**src/hdl/irkd_pkg.sv**
```systemverilog
// Shared types, constants and key table for the IR pulse-width key decoder.
// No dependencies.
`timescale 1ns / 1ps
`default_nettype none

package irkd_pkg;

  localparam int FRAME_BITS     = 32;
  localparam int KEY_COUNT      = 10;
  localparam int KEY_TABLE_SIZE = 10;
  localparam int KEY_SCAN       = (KEY_COUNT < KEY_TABLE_SIZE) ? KEY_COUNT : KEY_TABLE_SIZE;

  localparam int TIME_W  = 32;
  localparam int GAP_W   = 31;
  localparam int COUNT_W = 5;
  localparam int KEY_W   = 4;

  localparam logic [GAP_W-1:0] MAX_GAP_RESET       = 31'd100000;
  localparam logic [GAP_W-1:0] ONE_THRESHOLD_RESET = 31'd25000;

  localparam logic [31:0] KEY_CODES [KEY_TABLE_SIZE] = '{
    32'hE916FF00, 32'hF30CFF00, 32'hE718FF00, 32'hA15EFF00, 32'hF708FF00,
    32'hE31CFF00, 32'hA55AFF00, 32'hBD42FF00, 32'hAD52FF00, 32'hB54AFF00
  };

  typedef enum logic {
    CMD_EDGE = 1'b0,
    CMD_READ = 1'b1
  } cmd_e;

  typedef enum logic {
    REG_MAX_GAP       = 1'b0,
    REG_ONE_THRESHOLD = 1'b1
  } reg_idx_e;

  typedef struct packed {
    logic [GAP_W-1:0] max_gap;
    logic [GAP_W-1:0] one_threshold;
  } irkd_cfg_t;

  typedef struct packed {
    logic [TIME_W-1:0]     last_edge;
    logic [FRAME_BITS-1:0] code;
    logic [COUNT_W-1:0]    bit_count;
    logic                  pending;
    logic [KEY_W-1:0]      key;
  } irkd_state_t;

  typedef struct packed {
    logic               key_valid;
    logic [KEY_W-1:0]   key_value;
    logic [COUNT_W-1:0] bits_received;
  } irkd_result_t;

endpackage

`default_nettype wire

```
**src/hdl/irkd_cfg.sv**
```systemverilog
// Configuration registers: max gap and one threshold.
// Depends on irkd_pkg.
`timescale 1ns / 1ps
`default_nettype none

module irkd_cfg import irkd_pkg::*; (
  input  wire logic             clk_i,
  input  wire logic             rst_ni,
  input  wire logic             cfg_we_i,
  input  wire logic [0:0]       cfg_idx_i,
  input  wire logic [GAP_W-1:0] cfg_wdata_i,
  output irkd_cfg_t             cfg_o
);

  logic [GAP_W-1:0] max_gap_q;
  logic [GAP_W-1:0] one_thr_q;

  always_ff @(posedge clk_i or negedge rst_ni) begin
    if (!rst_ni) begin
      max_gap_q <= MAX_GAP_RESET;
      one_thr_q <= ONE_THRESHOLD_RESET;
    end else if (cfg_we_i) begin
      case (reg_idx_e'(cfg_idx_i))
        REG_MAX_GAP:       max_gap_q <= cfg_wdata_i;
        REG_ONE_THRESHOLD: one_thr_q <= cfg_wdata_i;
        default: ;
      endcase
    end
  end

  assign cfg_o.max_gap       = max_gap_q;
  assign cfg_o.one_threshold = one_thr_q;

endmodule

`default_nettype wire

```
**src/hdl/irkd_step.sv**
```systemverilog
// Per-item decode logic: gap classification, bit shift-in, key match, read.
// Depends on irkd_pkg.
`timescale 1ns / 1ps
`default_nettype none

module irkd_step import irkd_pkg::*; (
  input  wire cmd_e               cmd_i,
  input  wire logic [TIME_W-1:0]  edge_time_i,
  input  wire irkd_cfg_t          cfg_i,
  input  wire irkd_state_t        state_i,
  output irkd_state_t             state_o,
  output irkd_result_t            result_o
);

  logic [TIME_W-1:0]     diff;
  logic                  negative;
  logic                  restart;
  logic                  bit_one;
  logic [FRAME_BITS-1:0] code_set;
  logic [COUNT_W:0]      count_inc;
  logic                  frame_done;
  logic                  hit;
  logic [KEY_W-1:0]      hit_idx;

  always_comb begin
    diff       = edge_time_i - state_i.last_edge;
    negative   = diff[TIME_W-1];
    restart    = !negative && (diff[GAP_W-1:0] > cfg_i.max_gap);
    bit_one    = !negative && (diff[GAP_W-1:0] > cfg_i.one_threshold);
    code_set   = state_i.code |
                 (bit_one ? (FRAME_BITS'(1) << state_i.bit_count) : '0);
    count_inc  = {1'b0, state_i.bit_count} + (COUNT_W+1)'(1);
    frame_done = count_inc >= (COUNT_W+1)'(FRAME_BITS);
  end

  // Scan from the top so the lowest matching index wins.
  always_comb begin
    hit     = 1'b0;
    hit_idx = '0;
    for (int i = KEY_SCAN - 1; i >= 0; i--) begin
      if (code_set == KEY_CODES[i][FRAME_BITS-1:0]) begin
        hit     = 1'b1;
        hit_idx = KEY_W'(i);
      end
    end
  end

  always_comb begin
    state_o            = state_i;
    result_o.key_valid = state_i.pending;
    case (cmd_i)
      CMD_EDGE: begin
        state_o.last_edge = edge_time_i;
        if (restart || frame_done) begin
          state_o.code      = '0;
          state_o.bit_count = '0;
          if (!restart && hit) begin
            state_o.key     = hit_idx;
            state_o.pending = 1'b1;
          end
        end else begin
          state_o.code      = code_set;
          state_o.bit_count = count_inc[COUNT_W-1:0];
        end
        result_o.key_valid = state_o.pending;
      end
      CMD_READ: begin
        state_o.pending = 1'b0;
      end
      default: ;
    endcase
    result_o.key_value     = state_o.key;
    result_o.bits_received = state_o.bit_count;
  end

endmodule

`default_nettype wire

```
**src/hdl/ir_pulse_width_key_decoder_core.sv**
```systemverilog
// Top level of the IR pulse-width key decoder: input register, decoder state,
// result register. Depends on irkd_pkg, irkd_cfg and irkd_step.
//
//  channel | direction | handshake                 | payload
//  --------+-----------+---------------------------+-------------------------------------
//  in      | to core   | in_valid_i / in_stall_o   | cmd_i, edge_time_i
//  out     | from core | out_valid_o / out_stall_i | key_valid_o, key_value_o,
//          |           |                           | bits_received_o
//  cfg     | to core   | cfg_we_i                  | cfg_idx_i, cfg_wdata_i
//
// One item per cycle sustained while out_stall_i is low; each taken item passes through
// the input register, where the decode logic works on it, and then into the result
// register once that register is free.
// in_stall_o rises only when both registers hold items and out_stall_i is high.
// Reset clears the valid flags and decoder state and loads the default thresholds.
`timescale 1ns / 1ps
`default_nettype none

module ir_pulse_width_key_decoder_core import irkd_pkg::*; (
  input  wire logic               clk_i,
  input  wire logic               rst_ni,
  input  wire logic               cfg_we_i,
  input  wire logic [0:0]         cfg_idx_i,
  input  wire logic [GAP_W-1:0]   cfg_wdata_i,
  input  wire logic               in_valid_i,
  output logic                    in_stall_o,
  input  wire logic [0:0]         cmd_i,
  input  wire logic [TIME_W-1:0]  edge_time_i,
  output logic                    out_valid_o,
  input  wire logic               out_stall_i,
  output logic                    key_valid_o,
  output logic [KEY_W-1:0]        key_value_o,
  output logic [COUNT_W-1:0]      bits_received_o
);

  irkd_cfg_t    cfg;
  irkd_state_t  state_q, state_d;
  irkd_result_t result_q, result_d;

  logic              in_valid_q;
  cmd_e              cmd_q;
  logic [TIME_W-1:0] edge_time_q;
  logic              out_valid_q;
  logic              advance;
  logic              in_take;

  irkd_cfg u_cfg (
    .clk_i       (clk_i),
    .rst_ni      (rst_ni),
    .cfg_we_i    (cfg_we_i),
    .cfg_idx_i   (cfg_idx_i),
    .cfg_wdata_i (cfg_wdata_i),
    .cfg_o       (cfg)
  );

  irkd_step u_step (
    .cmd_i       (cmd_q),
    .edge_time_i (edge_time_q),
    .cfg_i       (cfg),
    .state_i     (state_q),
    .state_o     (state_d),
    .result_o    (result_d)
  );

  // Move the held item into the result register when that register frees up.
  assign advance    = in_valid_q && (!out_valid_q || !out_stall_i);
  assign in_stall_o = in_valid_q && !advance;
  assign in_take    = in_valid_i && !in_stall_o;

  always_ff @(posedge clk_i or negedge rst_ni) begin
    if (!rst_ni) begin
      in_valid_q <= 1'b0;
    end else if (in_take || advance) begin
      in_valid_q <= in_take;
    end
  end

  always_ff @(posedge clk_i) begin
    if (in_take) begin
      cmd_q       <= cmd_e'(cmd_i);
      edge_time_q <= edge_time_i;
    end
  end

  always_ff @(posedge clk_i or negedge rst_ni) begin
    if (!rst_ni) begin
      state_q <= '0;
    end else if (advance) begin
      state_q <= state_d;
    end
  end

  always_ff @(posedge clk_i or negedge rst_ni) begin
    if (!rst_ni) begin
      out_valid_q <= 1'b0;
    end else if (advance) begin
      out_valid_q <= 1'b1;
    end else if (!out_stall_i) begin
      out_valid_q <= 1'b0;
    end
  end

  always_ff @(posedge clk_i) begin
    if (advance) begin
      result_q <= result_d;
    end
  end

  assign out_valid_o     = out_valid_q;
  assign key_valid_o     = result_q.key_valid;
  assign key_value_o     = result_q.key_value;
  assign bits_received_o = result_q.bits_received;

endmodule

`default_nettype wire

```
**config.mk**
```make
export PLATFORM = sky130hd
export DESIGN_NAME = ir_pulse_width_key_decoder_core
export DESIGN_NICKNAME = d
export VERILOG_FILES = /design/src/hdl/irkd_pkg.sv /design/src/hdl/irkd_cfg.sv /design/src/hdl/irkd_step.sv /design/src/hdl/ir_pulse_width_key_decoder_core.sv
export SDC_FILE = /design/constraint.sdc
export NUM_CORES = 1
export LEC_CHECK = 0
export ABC_AREA = 1
export BUFFER_PORTS_ARGS = -buffer_cell sky130_fd_sc_hd__buf_2
export CAP_MARGIN = 0
export CORE_MARGIN = 2
export CORE_UTILIZATION = 58
export DETAILED_ROUTE_END_ITERATION = 10
export GPL_TIMING_DRIVEN = 0
export PLACE_DENSITY = 0.77
export SETUP_SLACK_MARGIN = 0.1
export SKIP_LAST_GASP = 1
export SLEW_MARGIN = 30
export SYNTH_ARGS = -nofsm -noshare
export SYNTH_HDL_FRONTEND = slang
export SYNTH_SLANG_ARGS = --single-unit
```
**constraint.sdc**
```tcl
create_clock -name clk_i -period 17.24 [get_ports clk_i]
set_clock_uncertainty 0.1 [all_clocks]
set_input_delay 3.448 -clock clk_i [delete_from_list [all_inputs] [get_ports clk_i]]
set_output_delay 3.448 -clock clk_i [all_outputs]
set_load 0.03 [all_outputs]
```
* Word level (Yosys, flattened, before mapping)
Cells that the tools add are included.
** Cells by class
- $lt $le $gt $ge :: 3
- Mux-type cells :: 30
- Add/sub/neg operators :: 2
- Equal/unequal tests :: 11
- Multiply operators :: 0
- Div/mod/pow operators :: 0
- Shift operators :: 1
- Reductions and logical operators :: 18
- Bitwise logic cells :: 3
** Operators by type and width (count)
- 32-bit equality test (second input constant) :: 10
- 31-bit > comparator :: 2
- 4-bit two-way mux :: 11
- 37-bit two-way mux :: 1
- 32-bit two-way mux :: 1
- 32-bit bitwise OR :: 1
- 1-bit by 5-bit left shift with 32-bit output (first input constant) :: 1
- 32-bit subtractor :: 1
- 5-bit two-way mux :: 3
- 1-bit two-way mux :: 13
- 5-bit by 1-bit adder with 6-bit output (second input constant) :: 1
- 6-bit >= comparator (second input constant) :: 1
- 1-bit logical AND :: 6
- 1-bit logical NOT :: 6
- 2-bit AND reduction :: 3
- 1-bit logical OR :: 3
- 2-bit by 1-bit != test with 1-bit output (second input constant) :: 1
- 1-bit NOT :: 2
- 1-bit one-hot mux with 2 select lines :: 1
** Storage, ports and cells
- Logic and storage cells :: 82
- Memories :: 0
- Flip-flop bits (word level) :: 181
- Latch bits :: 0
- RAM bits :: 0
- Output and inout bits :: 12
- Memory bits (read-only) :: 0

* Longest topological paths before layout
Gate-level depths: netlist of run 1.
- Word-level depth :: 20
- Mapped depth :: 42
- Gate-level depth less buffers :: 41

* By module
From an unflattened synthesis of run 1, not the netlist that was laid out.
** Second synthesis, totals
- Cell total of the unflattened synthesis :: 1651
- Area, all modules :: 12331.8 um^2
** Modules (own cells, without submodules)
- irkd_step :: sequential area each 0.0 um^2, area an instance 5520.3 um^2, cells each 1005, times used 1
- ir_pulse_width_key_decoder_core :: sequential area each 3193.1 um^2, area an instance 4292.9 um^2, cells each 375, times used 1
- irkd_cfg :: sequential area each 1566.5 um^2, area an instance 2518.7 um^2, cells each 271, times used 1

* Worst setup path after synthesis of run 1
Ideal clock, no wire load.
- Kind :: input-to-output
- Start point :: in out_stall_i
- End point :: out in_stall_o
- Setup slack :: 9725 ps
- Path buffers :: 0
- Required time :: 13692 ps
- Cell stages on the path :: 2
- Arrival time :: 3967 ps
- Cells stage by stage :: nand2_1 -> nor2_1
** Between the ends
- Word-level cells in the longest chain between the ends :: 5
** Ends and longest elaborated chain
- start: declaration :: line ir_pulse_width_key_decoder_core.sv:30 : input wire logic out_stall_i,
- 1-bit logical NOT
- 1-bit logical OR :: line ir_pulse_width_key_decoder_core.sv:66 : assign advance = in_valid_q && (!out_valid_q || !out_stall_i);
- 1-bit logical AND :: line ir_pulse_width_key_decoder_core.sv:66
- 1-bit logical NOT :: line ir_pulse_width_key_decoder_core.sv:67 : assign in_stall_o = in_valid_q && !advance;
- 1-bit logical AND :: line ir_pulse_width_key_decoder_core.sv:67
- end: declaration :: line ir_pulse_width_key_decoder_core.sv:26 : output logic in_stall_o,
No other way between the ends.

* Final worst setup path of run 1
Ends and elaborated chain as after synthesis.

==> results of run 1 <==
[cells in the mapped netlist, drive strengths merged, types with 2 or more instances]
master	number	area share, %
o21ai	135	6.3
ha	99	11
o21bai	4	0.27
nor2	82	3.0
a21o	4	0.27
clkbuf	29	0.99
o211ai	3	0.20
nor3	26	1.2
inv	245	8.3
nor4	2	0.11
edfxtp	43	12
a21boi	3	0.20
dfrtp	126	29
clkinv	5	0.17
o21a	2	0.14
a21oi	72	3.4
nand3	76	3.8
o22ai	3	0.17
nand4	13	0.74
a31oi	5	0.28
dfstp	12	2.9
nand3b	2	0.14
xnor2	14	1.1
o31ai	3	0.25
nand2	346	12
xor2	18	1.4
buf	9	0.60
[state kept, by name, summed over array words and instances (netlist names)]
signal and count:
u_cfg.max_gap_q 31, out_valid_o 1, key_value_o 4, u_cfg.one_thr_q 31, edge_time_q 32, key_valid_o 1
in_valid_q 1, cmd_q 1, bits_received_o 5, state_q 74
[power breakdown]
part / internal [W] / total (W) / switching, W
clock network: 0.000195 / 0.000382 / 0.000186
registers: 0.000516 / 0.000546 / 0.0000304
logic: 0.000291 / 0.000839 / 0.000547
total: 0.00100 / 0.00177 / 0.000764
[cell families (layout without fill, tap and decap cells)]
kind of cell | after synthesis | after routing | synth area share (%)
compound gates | 236 | 236 | 11.6
flops | 181 | 181 | 43.2
buf+inv | 288 | 402 | 10.1
simple gates | 549 | 549 | 21.2
xor+xnor | 32 | 32 | 2.54
fa+ha+maj | 100 | 100 | 11.4
[metrics by stage]
stage,hold WS (ns),util (%),setup slack (ns)
3_3_place_gp,0.360,62.7,9.75
3_5_place_dp,0.368,62.9,9.76
4_1_cts,0.387,65.9,9.76
5_1_grt,0.405,65.9,9.64
6_report,0.384,65.9,9.77
2_1_floorplan,0.348,-,9.73
[layout make-up]
cell class / count / area (um2) / area share, %
plain buffers: 38 / 175 / 1.42
clock buffers: 18 / 439 / 3.56
clock inverters: 14 / 130 / 1.06
inverters: 250 / 938 / 7.61
multi-input cells: 917 / 5150 / 41.8
flip-flops and latches: 181 / 4760 / 38.6
well taps: 234 / 293 / 2.37
repair buffers: 82 / 443 / 3.59
[final timing paths]
path / from / endpoint / cells past startpoint / slack [ns]
max: out_stall_i / in_stall_o / 4 / 9.77
min: in_valid_q / out_valid_o / 2 / 0.38
max reg2reg: edge_time_q[0] / state_q[3] / 37 / 10.18
min reg2reg: in_valid_q / out_valid_o / 2 / 0.38
max in group asynchronous: rst_ni / u_cfg.one_thr_q[5] / 2 / 13.46
min in group asynchronous: rst_ni / u_cfg.max_gap_q[22] / 1 / 2.81
[layer usage]
metal / share of wire (%) / global-route usage (%) / up-vias
li1: - / - / 4659
met1: 47 / 36.6 / 4275
met5: 0 / 0 / -
met2: 46 / 42.5 / 221
met3: 4.8 / 4.52 / 38
met4: 1.9 / 7.84 / 0
[critical path: stages]
cell	delay (ns)
sky130_fd_sc_hd__buf_2	0.07
sky130_fd_sc_hd__nand2_1	0.07
sky130_fd_sc_hd__nor2_1	0.12
sky130_fd_sc_hd__buf_2	0.21
==> results.txt, run 1 <==
The number of instances in the placed design is 1,702. In this run the remaining antenna-violating nets after routing total 0. The run finished with clean final reports. The proportion of synthesized flip-flops having asynchronous set or reset came out at between 70 and 80%. The setup TNS is 0 ns. The area enclosed by the die boundary is 20,100 um2. The number of unique standard cell types used by synthesis came out at between 40 and 50.

The completed layout was analyzed and its total power is 0.00177 W. The library cells used most frequently in the layout, excluding fill and tap cells, are sky130_fd_sc_hd__nand2_1 (334), sky130_fd_sc_hd__inv_1 (238), sky130_fd_sc_hd__o21ai_0 (130), sky130_fd_sc_hd__dfrtp_1 (126), sky130_fd_sc_hd__ha_1 (99). The average via count per standard cell came out at approximately 5.3. The weighted congestion at the end of routability-driven global placement is 0.954. The count of instances resized after the clock tree is built is 0. The library cell used most frequently in the layout, excluding fill and tap cells, is sky130_fd_sc_hd__nand2_1. The total number of clock tree sinks came out at 181. The number of clock buffers added by TritonCTS is 17.

The post-layout instance area came out at ~12,000 um2. The net count of the mapped netlist is 1,556. The clock latency reported for the late side of the worst-skew pair is 0.44 ns. The die span in y is 142 um. The final critical delay including setup and external delays came out at 7.47 ns.

The die is 142 um wide. The final critical-path share of the clock period came out at 43.3%. The min-delay analysis places its worst path in the category register to register. The layout-stage area growth over the synthesis result came out at 11.8%. The worst setup path is launched from a primary input.

The clock-pin slew on the worst setup and hold paths came out at about 0.070 ns. The number of non-filler instances in the completed layout is 1,734. The core outline area came out at around 19,000 um2. Max-cap violations in this run came to 0. The static leakage power is 6.16 nW. The area of the mapped netlist is about 11,000 um2. The slew at the pin closest to its max-slew limit is 0.854 ns.

In this run the power density over the cells is 143 nW/um2. The total number of placement rows is 50. The number of H-tree branching levels came out at 4. The area after detailed placement is 11,800 um2. Once the floorplan was initialized, standard cells occupied 58.9% of the core. The number of pins exceeding their max-slew limit in the final report is 0. In the final design database the tool counted 1,657 nets. Hold repair after CTS inserted 0 buffers. In this run the tightest slew margin relative to its limit is a little over two fifths. The total half-perimeter wirelength after legalization and detailed placement came out at 18,900 um. TritonCTS built the clock tree. The critical path is of the primary input to output pin type. The routed design has 25,200 um of wire.

The fmax came out at around 0.13 GHz. The first-pass GRT wire length is ~42,000 um. Sequential elements use 43.2% of the synthesized area. The quantity of I/O buffers inserted on ports came out at a little over 80. Setup violations remaining at the end of the flow were counted as 0. The number of top-level design ports is between 80 and 90.

The largest buffer count on any clock path is 2. The number of enable-type register cells in the synthesized netlist is 43. The flip-flop and latch count after synthesis is between 150 and 200. Synthesis handed over a netlist of 1,386 instances. The number of global-route vias before repair came out at 8,902. In this run the post-CTS setup repair buffer count came out at 0. The critical path capture point type is an output pin.

The layout cell share with drive strength beyond 1 is a little under an eighth. The number of fillers in the final layout is 1,559. Setup repair after global routing left no endpoint under its margin. The residual overflow from global routing is 0. The number of hold-slack violations in the final timing report came out at 0. The initial antenna violation count was 0.

0 antenna diodes ended up in the layout. The first routing iteration left 728 violations. For the worst setup path, the data required time is 13.69 ns.

The average wire per cell in the routed design is 14.5 um. The maximum VDD drop came out at 0.0829 mV. The first TritonRoute pass finished after 6 iterations.

Clock tree synthesis selected as its root buffer the cell sky130_fd_sc_hd__clkbuf_16. The total via count in the routed design came out at approximately 9,200. Of all nets on the critical path, the largest fanout is 3. The data arrival time of the critical path is 3.92 ns. The final routed DRC violation total is 0. The pin count of the biggest net entering global routing is between 80 and 90. A synthesized cell averages 7.96 um2. The primary flip-flop cell chosen by synthesis mapping is sky130_fd_sc_hd__dfrtp_1. The count of synthesis-stage warnings from yosys is 0.

The total routing resource utilization after global routing is approximately a quarter.
Note: power is estimated with default switching activity, not from simulation.
==> run 2, diff against run 1 <==
--- a/config.mk
+++ b/config.mk
@@ -5,11 +5,11 @@
 export SDC_FILE = /design/constraint.sdc
 export NUM_CORES = 1
 export LEC_CHECK = 0
-export ABC_AREA = 1
+export ABC_AREA = 0
 export BUFFER_PORTS_ARGS = -buffer_cell sky130_fd_sc_hd__buf_2
 export CAP_MARGIN = 0
 export CORE_MARGIN = 2
-export CORE_UTILIZATION = 58
+export CORE_UTILIZATION = 55
 export DETAILED_ROUTE_END_ITERATION = 10
 export GPL_TIMING_DRIVEN = 0
 export PLACE_DENSITY = 0.77
==> constraint.sdc (replaced) <==
create_clock -name clk_i -period 6.4 [get_ports clk_i]
set_clock_uncertainty 0.1 [all_clocks]
set_input_delay 1.28 -clock clk_i [delete_from_list [all_inputs] [get_ports clk_i]]
set_output_delay 1.28 -clock clk_i [all_outputs]
set_load 0.03 [all_outputs]
==> results.txt, run 2 <==
The CTS tree is yes (unchanged). The die span in y is 144 um (was 142 um). The buffer and inverter count on the worst path came to 4 (was 2). The area enclosed by the die boundary came out at 20,800 um2 (was 20,100 um2). The flip-flop and latch count after synthesis is 181 (unchanged).

The worst max-slew margin expressed relative to the limit is 42.0% (was 42.8%). The arithmetic-cell share of the synthesized area counting full adders, half adders and majority gates came out at 11.7% (was 11.4%). The combinational family with the most area after synthesis is compound AO/OA/AOI/OAI gates (was simple AND/OR/NAND/NOR gates).

The clock-pin slew on the worst setup and hold paths was 0.07 ns (about the same). The biggest fanout along the worst timing path came out at 6 (was 3). The total routing resource utilization after global routing is 25.7% (was 26.3%). The fraction of synthesized cell area in xor and xnor cells came out at 2.03% (was 2.54%). The layout-stage area growth over the synthesis result is 19.6% (was 11.8%).

The depth of the most critical reg-to-reg path is 33 (was 37). The x dimension of the die came out at 144 um (was 142 um). Most frequent cells in the layout: sky130_fd_sc_hd__dfrtp_1 (126), sky130_fd_sc_hd__inv_1 (117), sky130_fd_sc_hd__ha_1 (96), sky130_fd_sc_hd__nand2_1 (88), sky130_fd_sc_hd__o21ai_0 (83) (was sky130_fd_sc_hd__nand2_1 (334), sky130_fd_sc_hd__inv_1 (238), sky130_fd_sc_hd__o21ai_0 (130), sky130_fd_sc_hd__dfrtp_1 (126), sky130_fd_sc_hd__ha_1 (99)).

The number of global-route vias before repair is 8,554 (was 8,902). The total half-perimeter wirelength after legalization and detailed placement is 18,600 um (was 18,900 um). The startpoint type of the worst setup path is a register (was primary input). The post-placement setup slack came out at -1.23 ns (was 9.76 ns). The first-pass GRT wire length came to 42,200 um (was 42,000 um). The cell taking the most area after synthesis was sky130_fd_sc_hd__dfrtp_1 (unchanged). The layout cell share with drive strength beyond 1 came out at 22.7% (was 11.5%).

The total of hold buffers inserted after clock tree synthesis is 0 (unchanged). The worst hold-check path type is register to register (unchanged). The synthesized instance count came out at 1,098 (was 1,386). Largest registers: state_q: 74 flops, edge_time_q: 32 flops (unchanged). The number of H-tree branching levels came out at 4 (unchanged). The residual overflow from global routing came out at 0 (unchanged).

The residual antenna-violating net count after detailed routing is 0 (unchanged). The final routed DRC violation total is 0 (unchanged). The area fraction in compound gates after synthesis came out at 17.9% (was 11.6%). The initial core utilization came out at 55.7% (was 58.9%).

The maximum single-stage delay on the critical path came to 0.57 ns (was 0.21 ns). The top-area cell type share of the netlist area came out at 29.2% (was 28.6%). The required arrival time at the worst endpoint was 6.47 ns (was 13.69 ns). The number of fillers in the final layout came out at 1,539 (was 1,559). The violation count after the first detailed-routing iteration is 713 (was 728). The average via count per standard cell came out at 5.86 (was 5.30). The final reports fail on setup timing.

The fmax came out at 0.142 GHz. The share of cell area taken by muxes after synthesis is 4.39% (was 0%). The area of the mapped netlist is 10,800 um2 (was 11,000 um2). The total number of placement rows came out at 51 (was 50). The number of non-filler instances in the completed layout came to 1,504 (was 1,734). The max-capacitance violation count came to 0 (unchanged).

The hold slack came out at 0.390 ns (was 0.384 ns). The number of enable-type register cells in the synthesized netlist is 43 (unchanged). The setup TNS came out at -6.29 ns (was 0 ns).

The maximum VDD drop came out at 0.243 mV (was 0.0829 mV). The primary flip-flop cell chosen by synthesis mapping is sky130_fd_sc_hd__dfrtp_1 (unchanged). The quantity of I/O buffers inserted on ports came out at 81 (unchanged). The highest-delay cell along the critical path is sky130_fd_sc_hd__or4b_4 (was sky130_fd_sc_hd__buf_2). The gate family responsible for the most delay along the worst path is compound AO/OA/AOI/OAI gates (was buffers and inverters). The final cell utilization of the core came to 66.6% (was 65.9%).

The largest buffer count on any clock path was 2 (unchanged). The type of the setup path with the least slack is register to register (was primary input to output pin). The flip-flop and latch area was 4760 um2 (unchanged). The total number of clock tree sinks came out at 181 (unchanged). The final critical delay including setup and external delays is ~7.1 ns. The initial antenna violation count is 0 (unchanged).

The post-detailed-routing wire length came out at 26,400 um (was 25,200 um). Biggest area contributors in the synthesized netlist: sky130_fd_sc_hd__dfrtp_1 (29%), sky130_fd_sc_hd__edfxtp_1 (12%), sky130_fd_sc_hd__ha_1 (11%) (was sky130_fd_sc_hd__dfrtp_1 (29%), sky130_fd_sc_hd__edfxtp_1 (12%), sky130_fd_sc_hd__nand2_1 (11%)). The core outline area came out at 19,400 um2 (was 18,700 um2). The most frequent cell on the critical path is sky130_fd_sc_hd__o21ai_2 (was sky130_fd_sc_hd__buf_2).

The final critical-path share of the clock period came out at 110%. The critical path capture point type is a register (was output pin). The weighted congestion at the end of routability-driven global placement is 0.882 (was 0.954). Result of the run: complete, but fails checks (was completed). The count of nets after finishing came out at 1,396 (was 1,657). The instance count along the most critical hold path is 2 (unchanged).

The most numerous cell in the Yosys netlist is sky130_fd_sc_hd__dfrtp_1 (was sky130_fd_sc_hd__nand2_1). The number of hold-slack violations in the final timing report is 0 (unchanged). The data arrival time of the critical path is 7.14 ns (was 3.92 ns). The number of buffers created by CTS came out at 17 (unchanged). The area of combinational cells with multiple inputs was 5910 um2 (was 5150 um2).

The count of synthesis-stage warnings from yosys came out at 0 (unchanged). The number of top-level design ports is 82 (unchanged). The most common cell after layout, fill and taps aside is sky130_fd_sc_hd__dfrtp_1 (was sky130_fd_sc_hd__nand2_1). The worst setup slack for register-to-register paths is -0.66 ns (was 10.18 ns). The number of unique standard cell types used by synthesis is 74 (was 47).

The average wire per cell in the routed design came out at 17.6 um (was 14.5 um). The total inserted antenna cells came out at 0 (unchanged). The pin count of the biggest net entering global routing came out at 75 (was 88). The number of detailed-route iterations in the first pass is 5 (was 6).

The mean area per synthesized cell came out at 9.84 um2 (was 7.96 um2). The number of pins exceeding their max-slew limit in the final report is 0 (unchanged). The proportion of synthesized chip area in sequential cells is 44.1% (was 43.2%).

The total power per unit cell area came out at 357 nW/um2 (was 143 nW/um2). The clock latency reported for the late side of the worst-skew pair came to 0.45 ns (was 0.44 ns). The fraction of the mapped netlist area in simple logic gates is 14.1% (was 21.2%).

The worst path setup slack after routing was -0.662 ns (was 9.77 ns). The final number of setup-violating endpoints came to 10 (was 0). The number of instances in the placed design came out at 1,446 (was 1,702).

The net count of the mapped netlist is 1,268 (was 1,556). The number of cells on the critical path is 33 (was 4). The register containing the most flip-flops in the final layout was state_q (unchanged). Unrepaired setup endpoints after global routing: true (was false). The proportion of synthesized flip-flops having asynchronous set or reset is 76.2% (unchanged). The total via count in the routed design came out at 8,816 (was 9,193). The slew at the pin closest to its max-slew limit is 0.864 ns (was 0.854 ns). Most frequent cells after synthesis: sky130_fd_sc_hd__dfrtp_1 (126), sky130_fd_sc_hd__inv_1 (118), sky130_fd_sc_hd__ha_1 (99) (was sky130_fd_sc_hd__nand2_1 (334), sky130_fd_sc_hd__inv_1 (239), sky130_fd_sc_hd__o21ai_0 (130)).

The cell chosen for the clock root is sky130_fd_sc_hd__clkbuf_16 (unchanged). The static leakage power is 5.78 nW (was 6.16 nW). The number of flip-flops under the largest register name is 74 (unchanged).
run 2: through the flow:
step	instance area (um2)	power, W
after floorplan	11000	0.00273
after global placement	11700	0.00314
after detailed placement	11800	0.00320
after CTS	12700	0.00445
after global routing	12900	0.00488
final	12900	0.00461
run 2: cell type report:
class,count,area share [%]
Clock buffer,18,3.49
Sequential cell,181,36.8
Clock inverter,14,1.08
Tap cell,265,2.57
Buffer,44,1.79
Inverter,118,3.43
Multi-Input combinational cell,755,45.7
Timing Repair Buffer,109,5.09
run 2: layer usage:
layer / part of all wire, % / global-route usage (%)
met5: 0 / 0
met4: 1.9 / 6.39
met3: 6.1 / 4.60
met2: 47 / 42.3
met1: 45 / 35.5
run 2: timing repair:
action | in CTS | in global routing
endpoints found under the setup margin | 14 | 42
setup buffers | 14 | 11
resized for setup | 35 | 42
pin swaps | 20 | 44
gates cloned | 1 | 0
run 2: power by group:
| group | internal, W | switching, W |
|---|---|---|
| sequential | 0.00134 | 0.0000760 |
| combinational | 0.000861 | 0.00126 |
| clock | 0.000572 | 0.000498 |
| total | 0.00277 | 0.00183 |
run 2: final timing paths:
path                                  from             endpoint
setup / recovery            edge_time_q[0]       key_value_o[0]
hold / removal             edge_time_q[18]          state_q[60]
setup reg to reg            edge_time_q[0]       key_value_o[0]
hold reg to reg            edge_time_q[18]          state_q[60]
max in group asynchronous           rst_ni   u_cfg.one_thr_q[3]
min in group asynchronous           rst_ni  u_cfg.max_gap_q[11]
run 2: kinds of logic after synthesis:
family / count (synthesis)
DFF: 181
xor gates and xnor gates: 25
AOI/OAI and AO/OA: 285
adders and majority gates: 100
buffers and inverters: 162
muxes: 43
and+or+nand+nor: 302
run 2: worst reg2reg max path, delay by kind of cell, from the launching register on:
family	cells	cell delay, ns
xor+xnor	1	0.11
flops	1	0.43
simple gates	6	1.64
buf+inv	4	0.57
fa+ha+maj	3	0.68
mux	1	0.10
compound gates	18	3.20
==> run 3, diff against run 2 <==
--- a/config.mk
+++ b/config.mk
@@ -9,12 +9,10 @@
 export BUFFER_PORTS_ARGS = -buffer_cell sky130_fd_sc_hd__buf_2
 export CAP_MARGIN = 0
 export CORE_MARGIN = 2
-export CORE_UTILIZATION = 55
+export CORE_UTILIZATION = 30
 export DETAILED_ROUTE_END_ITERATION = 10
 export GPL_TIMING_DRIVEN = 0
-export PLACE_DENSITY = 0.77
 export SETUP_SLACK_MARGIN = 0.1
-export SKIP_LAST_GASP = 1
 export SLEW_MARGIN = 30
 export SYNTH_ARGS = -nofsm -noshare
 export SYNTH_HDL_FRONTEND = slang
==> constraint.sdc (replaced) <==
create_clock -name clk_i -period 7.3 [get_ports clk_i]
set_clock_uncertainty 0.1 [all_clocks]
set_input_delay 1.46 -clock clk_i [delete_from_list [all_inputs] [get_ports clk_i]]
set_output_delay 1.46 -clock clk_i [all_outputs]
set_load 0.03 [all_outputs]
==> results.txt, run 3 (synthesis results as in run 2) <==
Result of the run: completed (was complete, but fails checks). The fmax is 0.142 GHz (about the same). The area after detailed placement came out at 11,900 um2 (was 11,800 um2). The count of nets after finishing is 1,391 (was 1,396). The quantity of I/O buffers inserted on ports came out at 81 (unchanged).

The residual overflow from global routing is 0 (unchanged). The total number of clock tree sinks is 181 (unchanged). The residual antenna-violating net count after detailed routing came to 0 (unchanged).

The average via count per standard cell came out at 5.09 (was 5.86). The number of top-level design ports came to 82 (unchanged). The total of hold buffers inserted after clock tree synthesis is 0 (unchanged). Largest registers: state_q: 74 flops, edge_time_q: 32 flops (unchanged). The worst max-slew margin expressed relative to the limit came out at 42.7% (was 42.0%). The area of combinational cells with multiple inputs is 5890 um2 (was 5910 um2). The static leakage power is 5.74 nW (was 5.78 nW). The total power per unit cell area came out at 305 nW/um2 (was 357 nW/um2). The worst setup slack for register-to-register paths is 0.28 ns (was -0.66 ns). The weighted congestion at the end of routability-driven global placement came out at 0.853 (was 0.882). The post-layout instance area is 13,100 um2 (was 12,900 um2). The total via count in the routed design is 8,636 (was 8,816). The highest-delay cell along the critical path is sky130_fd_sc_hd__or4b_4 (unchanged). The core outline area came out at 35,500 um2 (was 19,400 um2). The critical path capture point type is a register (unchanged). The layout-stage area growth over the synthesis result is 21.4% (was 19.6%). Most frequent cells in the layout: sky130_fd_sc_hd__dfrtp_1 (126), sky130_fd_sc_hd__inv_1 (117), sky130_fd_sc_hd__ha_1 (97), sky130_fd_sc_hd__nand2_1 (87), sky130_fd_sc_hd__o21ai_0 (82) (was sky130_fd_sc_hd__dfrtp_1 (126), sky130_fd_sc_hd__inv_1 (117), sky130_fd_sc_hd__ha_1 (96), sky130_fd_sc_hd__nand2_1 (88), sky130_fd_sc_hd__o21ai_0 (83)). The number of global-route vias before repair came out at 8,749 (was 8,554). The slew at the pin closest to its max-slew limit is 0.853 ns (was 0.864 ns).

The total number of placement rows is 69 (was 51). The post-detailed-routing wire length is 28,300 um (was 26,400 um). The x dimension of the die is 194 um (was 144 um).

The final routed DRC violation total came out at 0 (unchanged). The worst hold-check path type is register to register (unchanged). The number of buffers created by CTS came out at 17 (unchanged). The number of flip-flops under the largest register name is 74 (unchanged). The most frequent cell on the critical path is sky130_fd_sc_hd__o21ai_2 (unchanged). Unrepaired setup endpoints after global routing: true (unchanged). The hold slack is 0.391 ns (was 0.390 ns). The biggest fanout along the worst timing path is 8 (was 6). The number of H-tree branching levels is 4 (unchanged). The data arrival time of the critical path came to 7.10 ns (was 7.14 ns). The maximum single-stage delay on the critical path came to 0.59 ns (was 0.57 ns). The initial core utilization came to 30.4% (was 55.7%). The sum of internal, switching and leakage power came out at 0.00400 W (was 0.00461 W). The flip-flop and latch area is 4760 um2 (unchanged). The die span in y is 194 um (was 144 um). The buffer and inverter count on the worst path came to 4 (unchanged). The maximum VDD drop came out at 0.172 mV (was 0.243 mV). The average wire per cell in the routed design is 16.7 um (was 17.6 um). The required arrival time at the worst endpoint is 7.38 ns (was 6.47 ns). The cell chosen for the clock root is sky130_fd_sc_hd__clkbuf_16 (unchanged). The max-capacitance violation count came out at 0 (unchanged). The violation count after the first detailed-routing iteration came out at 543 (was 713). The clock latency reported for the late side of the worst-skew pair is 0.45 ns (about the same). The total half-perimeter wirelength after legalization and detailed placement is 20,700 um (was 18,600 um). The number of hold-slack violations in the final timing report came to 0 (unchanged).

The startpoint type of the worst setup path is a register (unchanged). The final cell utilization of the core was 37.0% (was 66.6%). The layout cell share with drive strength beyond 1 was 22.0% (was 22.7%).

The clock-pin slew on the worst setup and hold paths came out at 0.07 ns (about the same). The number of fillers in the final layout is 3,519 (was 1,539). The register containing the most flip-flops in the final layout is state_q (unchanged). The worst path setup slack after routing came out at 0.280 ns (was -0.662 ns). The type of the setup path with the least slack is register to register (unchanged). The area enclosed by the die boundary is 37,500 um2 (was 20,800 um2). The final critical delay including setup and external delays is 7.02 ns (was 7.06 ns). The first-pass GRT wire length is 46,000 um (was 42,200 um).

The final number of setup-violating endpoints is 0 (was 10). The largest buffer count on any clock path came out at 2 (unchanged). The number of pins exceeding their max-slew limit in the final report came to 0 (unchanged). The CTS tree is yes (unchanged). The final critical-path share of the clock period is 96.2% (was 110%). The total routing resource utilization after global routing is 15.2% (was 25.7%). The gate family responsible for the most delay along the worst path is compound AO/OA/AOI/OAI gates (unchanged).

The initial antenna violation count is 2 (was 0). The pin count of the biggest net entering global routing is 77 (was 75). The number of detailed-route iterations in the first pass is 6 (was 5). The most common cell after layout, fill and taps aside is sky130_fd_sc_hd__dfrtp_1 (unchanged). The post-placement setup slack is -1.93 ns (was -1.23 ns).
## run 3: power by group
part	internal, W	leakage, nW	total, W	switching (W)
clock network	0.000515	0.295	0.000951	0.000435
registers	0.00118	2.10	0.00124	0.0000664
logic	0.000725	3.35	0.00181	0.00108
## run 3: final timing paths
path	start	end	cells after the start
worst max-delay path	state_q[42]	key_value_o[2]	33
min in group asynchronous	rst_ni	state_q[51]	1
worst max register to register	state_q[42]	key_value_o[2]	33
max in group asynchronous	rst_ni	u_cfg.max_gap_q[15]	2
worst min register to register	edge_time_q[10]	state_q[52]	2
worst min-delay path	edge_time_q[10]	state_q[52]	2
## run 3: worst reg2reg max path, delay by kind of cell, from the launching register on
family                   cells  cell delay (ns)
XOR/XNOR                     1             0.16
AND/OR/NAND/NOR              6             1.73
buffers and inverters        4             0.69
AO/OA/AOI/OAI               19             2.77
flip-flops                   1             0.42
adder cells (fa/ha/maj)      3             0.87
## run 3: per-layer routing
layer	wire length (um)	vias up	global-route usage [%]	part of all wire, %
met3	1450	46	3.34	5.1
met1	12800	4202	19.8	45
met2	13200	192	24.6	47
met4	816	2	6.05	2.9
li1	-	4194	-	-
met5	16	-	0	0.057
## run 3: final cells by class
type | instances | area share (%)
clock inverters | 14 | 1.30
clock buffers | 18 | 3.27
flip-flops and latches | 181 | 36.3
repair buffers | 104 | 4.73
well taps | 461 | 4.40
plain buffers | 44 | 1.73
multi-input cells | 755 | 44.9
inverters | 118 | 3.38
diodes | 1 | 0.0191
## run 3: stage by stage
step	cells	setup TNS, ns
2_1_floorplan	1098	0
3_3_place_gp	1640	-31.77
3_5_place_dp	1642	-29.14
4_1_cts	1679	0
5_1_grt	1695	-0.0589
6_report	1696	0
## run 3: timing repair
item | in CTS | in global routing
cloned | 0 | 1
gates resized for setup | 63 | 41
pin swaps | 17 | 30
setup endpoints to repair | 46 | 23
buffers inserted | 5 | 15
